### config.mk
export PLATFORM = sky130hd
export DESIGN_NAME = ppct_mul
export DESIGN_NICKNAME = d
export VERILOG_FILES = /design/src/sv/ppct_pkg.sv /design/src/sv/ppct_mul.sv
export SDC_FILE = /design/constraint.sdc
export NUM_CORES = 2
export LEC_CHECK = 0
export BUFFER_PORTS_ARGS = -buffer_cell sky130_fd_sc_hd__buf_4
export CORE_ASPECT_RATIO = 1.75
export CORE_UTILIZATION = 59
export CTS_BUF_LIST = sky130_fd_sc_hd__clkbuf_16
export DETAILED_ROUTE_END_ITERATION = 6
export PLACE_DENSITY = 0.76
export SLEW_MARGIN = 20
export SYNTH_ARGS = -nofsm -noshare
export SYNTH_HDL_FRONTEND = slang
export SYNTH_SLANG_ARGS = --single-unit
### constraint.sdc
create_clock -name clk -period 16.62 [get_ports clk]
set_input_delay 3.324 -clock clk [delete_from_list [all_inputs] [get_ports clk]]
set_output_delay 3.324 -clock clk [all_outputs]
set_load 0.05 [all_outputs]
### src/sv/ppct_pkg.sv
`default_nettype none
package ppct_pkg;

  localparam int COORD_WIDTH_DEF = 32;
  localparam int CFG_IDX_W = 3;
  localparam int MUL_STAGES = 4;

  typedef enum logic [CFG_IDX_W-1:0] {
    REG_BOTTOM_X,
    REG_BOTTOM_Y,
    REG_BOTTOM_Z,
    REG_TOP_X,
    REG_TOP_Y,
    REG_TOP_Z,
    REG_RADIUS
  } cfg_reg_t;

  typedef enum logic [2:0] {
    CFG_IDLE,
    CFG_DIFF,
    CFG_SQ,
    CFG_ROOT,
    CFG_LSQ
  } cfg_state_t;

  typedef struct packed {
    logic busy;
    logic degenerate;
  } ppct_status_t;

endpackage
`default_nettype wire

### src/sv/ppct_mul.sv
`default_nettype none
module ppct_mul #(
  parameter int A_WIDTH    = ppct_pkg::COORD_WIDTH_DEF + 1,
  parameter int B_WIDTH    = ppct_pkg::COORD_WIDTH_DEF + 1,
  parameter bit SIGNED_OPS = 1'b1
) (
  input  logic                              clk,
  input  logic [ppct_pkg::MUL_STAGES-1:0]   en,
  input  logic [A_WIDTH-1:0]                a,
  input  logic [B_WIDTH-1:0]                b,
  output logic [A_WIDTH+B_WIDTH-1:0]        p
);
  import ppct_pkg::*;

  localparam int AL = A_WIDTH / 2;
  localparam int AH = A_WIDTH - AL;
  localparam int BL = B_WIDTH / 2;
  localparam int BH = B_WIDTH - BL;
  localparam int PW = A_WIDTH + B_WIDTH;

  logic                 a_neg;
  logic                 b_neg;
  logic [A_WIDTH-1:0]   mag_a;
  logic [B_WIDTH-1:0]   mag_b;
  logic                 neg1;
  logic [AL+BL-1:0]     pp_ll;
  logic [AL+BH-1:0]     pp_lh;
  logic [AH+BL-1:0]     pp_hl;
  logic [AH+BH-1:0]     pp_hh;
  logic                 neg2;
  logic [PW-1:0]        sum;
  logic                 neg3;

  assign a_neg = SIGNED_OPS & a[A_WIDTH-1];
  assign b_neg = SIGNED_OPS & b[B_WIDTH-1];

  // sign and magnitude
  always_ff @(posedge clk) begin
    if (en[0]) begin
      mag_a <= a_neg ? (~a + A_WIDTH'(1)) : a;
      mag_b <= b_neg ? (~b + B_WIDTH'(1)) : b;
      neg1  <= a_neg ^ b_neg;
    end
  end

  // half-width partial products
  always_ff @(posedge clk) begin
    if (en[1]) begin
      pp_ll <= {{BL{1'b0}}, mag_a[AL-1:0]} * {{AL{1'b0}}, mag_b[BL-1:0]};
      pp_lh <= {{BH{1'b0}}, mag_a[AL-1:0]} * {{AL{1'b0}}, mag_b[B_WIDTH-1:BL]};
      pp_hl <= {{BL{1'b0}}, mag_a[A_WIDTH-1:AL]} * {{AH{1'b0}}, mag_b[BL-1:0]};
      pp_hh <= {{BH{1'b0}}, mag_a[A_WIDTH-1:AL]} * {{AH{1'b0}}, mag_b[B_WIDTH-1:BL]};
      neg2  <= neg1;
    end
  end

  always_ff @(posedge clk) begin
    if (en[2]) begin
      sum  <= (PW'(pp_hh) << (AL + BL)) + (PW'(pp_lh) << BL)
            + (PW'(pp_hl) << AL) + PW'(pp_ll);
      neg3 <= neg2;
    end
  end

  always_ff @(posedge clk) begin
    if (en[3]) begin
      p <= neg3 ? (~sum + PW'(1)) : sum;
    end
  end

endmodule
`default_nettype wire

==> reports/summary.txt <==
Outcome -> finished, final reports clean
Clock buffer depth -> 3
Final setup viols -> 0
Inserted Clock Buffers -> 36
Top-Level Pins -> 137
Clk_skew -> 22.4 ps
Mean area per synthesized cell -> 9.82 µm²
Wire per inst -> 19.3 µm
Drt pass-1 iters -> 5
Cell Area, Synth -> 50900 µm²
Clock root buffer -> clkbuf_16
Max_cap viols -> 0
Met2 Resource Use GR -> 0.535
Hold Path Class -> reg2reg
Post-CTS setup buffers -> 0
Slowest CP cell -> edfxtp_1
GRT met3 Usage -> 0.0413
RSZ-0062 raised after global routing -> false
Max Freq -> 0.140 GHz
PortBufs -> 136
Required time of the worst setup path -> 16970 ps
Final Hold Vio Count -> 0
Number of synthesized register bits -> 333
Clock slew at reported path FFs -> 80 ps
Synthesis-to-finish area growth -> 6.43%
DRC errors left -> 0
Max_slew headroom -> 0.366
Busiest layer in global routing -> met2
Tcrit/Tclk final -> 0.431
CP max stage delay -> 730 ps
Post-synth EDFFs -> 333
N_diodes -> 0
Async S/R FF share, synth -> 0
Clk sink count -> 333
Hold slack -> 419 ps
Mapped Cells -> 5181
Core area -> 85500 µm²
Post-synth top area share -> 0.342
Starting Density -> 0.595
Antenna violations before repair -> 6
Vias per cell -> 5.66
WL final -> 123 mm
Share of layout cells above drive strength 1 -> 0.0536
Post-synth top cells -> inv_1, fa_1, nand2_1
Top_reg_cell synth -> edfxtp_1
First-pass GRT wire length -> 202 mm
Fin crit period -> 7160 ps
Yosys warns -> 0
Grt met1 use -> 0.328
Cells after DPL -> 6307
CTS tree -> done
Vias in the first global route -> 39400
Fin util -> 0.634
CTS H-tree lvls -> 2
Die height -> 390 µm
Initial drt markers -> 2212
Antenna-violating nets left -> 0
Worst-skew pair later-pin latency -> 600 ps
Synthesized Nets -> 6578
Crit path DAT -> 7510 ps
All-layer global routing usage -> 0.298
Via count -> 36100
CP max FO -> 18
Dpl hpwl -> 94.2 mm
Routability Congestion -> 0.941
Post_cts resized -> 0
Post-CTS Hold Buffers -> 0
# rows -> 142
Largest net degree at the start of global routing -> 75
Final nets -> 6591
Setup crit end kind -> flip-flop
Synth area leader -> fa_1
Most frequent CP cell -> fa_1
WP buf/inv -> 4
Synth area leaders -> fa_1, edfxtp_1, ha_1, inv_1, and2_1
CP Class -> reg2reg
Grt total ovfl -> 0
Die Span X -> 224 µm
Synth cell types -> 65
Crit-path leading delay family -> adder cells
Crit path launch type -> flip-flop
Most frequent cell after synthesis -> inv_1
Die ar. -> 87400 µm²
Tightest Pin Transition -> 950 ps
Fin cells -> 6373
Setup_tns -> 0 ps
Seq/Total Area, Yosys -> 0.197
Max Slew Vio Count -> 0
Crit path cell chain -> buf_4, nand2_1, fa_1, fa_1, inv_1, fa_1, fa_1, fa_1, inv_1, fa_1, inv_1, ha_1, a21o_1, a211o_1, a2111oi_0, nand3_1, a311o_1, a221o_1, nand4_1, nand2_1, a21oi_1, xnor2_1
## cell type report
class | instances | area, µm²
sequential | 333 | 10000
inverter | 1020 | 3830
clock inverter | 29 | 245
fill | 6989 | 31300
tap | 1152 | 1440
multi-input combinational | 3598 | 36200
clock buffer | 36 | 901
timing repair buffer | 205 | 1550
## path summary, 6_finish.rpt
kind | start | end | slack, ps | depth (start not counted)
worst max register to register | mag_b[2] | pp_hl[32] | 9460 | 22
worst max-delay path | mag_b[2] | pp_hl[32] | 9460 | 22
worst min register to register | pp_ll[14] | sum[14] | 420 | 0
worst min-delay path | pp_ll[14] | sum[14] | 420 | 0
## per-stage QoR
step	setup slack, ps	cell area, µm²
finish	9460	54100
global route	9090	54100
CTS	9330	54100
detailed placement	9380	53000
global placement	9450	53000
floorplan	10170	50900
## worst reg2reg max path: cells and delay by family (launching register included)
family,cells,cell delay [ps]
xor+xnor,1,90
fa+ha+maj,7,3470
buf+inv,4,540
simple gates,4,440
flops,1,730
compound gates,6,1670
## per-layer routing
| layer | vias to the layer above | routed length (µm) | part of all wire |
|---|---|---|---|
| li1 | 16100 | - | - |
| met1 | 18200 | 43200 | 0.35 |
| met2 | 1324 | 63100 | 0.51 |
| met3 | 434 | 7460 | 0.060 |
| met4 | 12 | 9380 | 0.076 |
| met5 | - | 91 | 0.00074 |
## cells in the final DEF (no fill, tap or decap), drive strengths merged, types with 4 or more instances in the layout
cell / synthesis / layout
clkinv: 0 / 14
o21bai: 18 / 18
nand2: 684 / 684
or2: 11 / 11
o21ai: 108 / 108
and3: 13 / 13
nor4b: 5 / 5
nand4: 29 / 29
nand3: 39 / 39
a21o: 78 / 78
o211ai: 5 / 5
a2111oi: 4 / 4
a31oi: 15 / 15
or4: 23 / 23
xor2: 43 / 43
nor4: 7 / 7
o21a: 11 / 11
ha: 458 / 458
clkbuf: 227 / 36
nor3: 23 / 23
or3: 20 / 20
nor2: 108 / 108
a211oi: 18 / 18
xnor2: 238 / 238
fa: 868 / 868
edfxtp: 333 / 333
and2: 515 / 515
a21boi: 5 / 5
buf: 3 / 205
a21oi: 116 / 116
o31ai: 43 / 43
nand2b: 18 / 18
inv: 1020 / 1031
o41ai: 21 / 21
nor2b: 15 / 15
## state kept, by name (all words and copies together), names as in the netlist, 32 cells and up
name / flops
pp_ll: 32
mag_b: 33
sum: 66
p: 66
mag_a: 33
pp_hh: 34
pp_lh: 33
pp_hl: 33
## logic make-up (layout without fill, tap and decap cells)
family / after synthesis / after routing / synth area share
compound gates: 473 / 473 / 0.0603
simple gates: 1515 / 1515 / 0.148
buf+inv: 1250 / 1290 / 0.0923
flops: 333 / 333 / 0.197
mux: 3 / 3 / 0.000590
fa+ha+maj: 1326 / 1326 / 0.454
xor+xnor: 281 / 281 / 0.0484
Power is left out: the tool's default activity adds up to more than one toggle a clock period on the data nets, which glitch-free logic cannot reach.
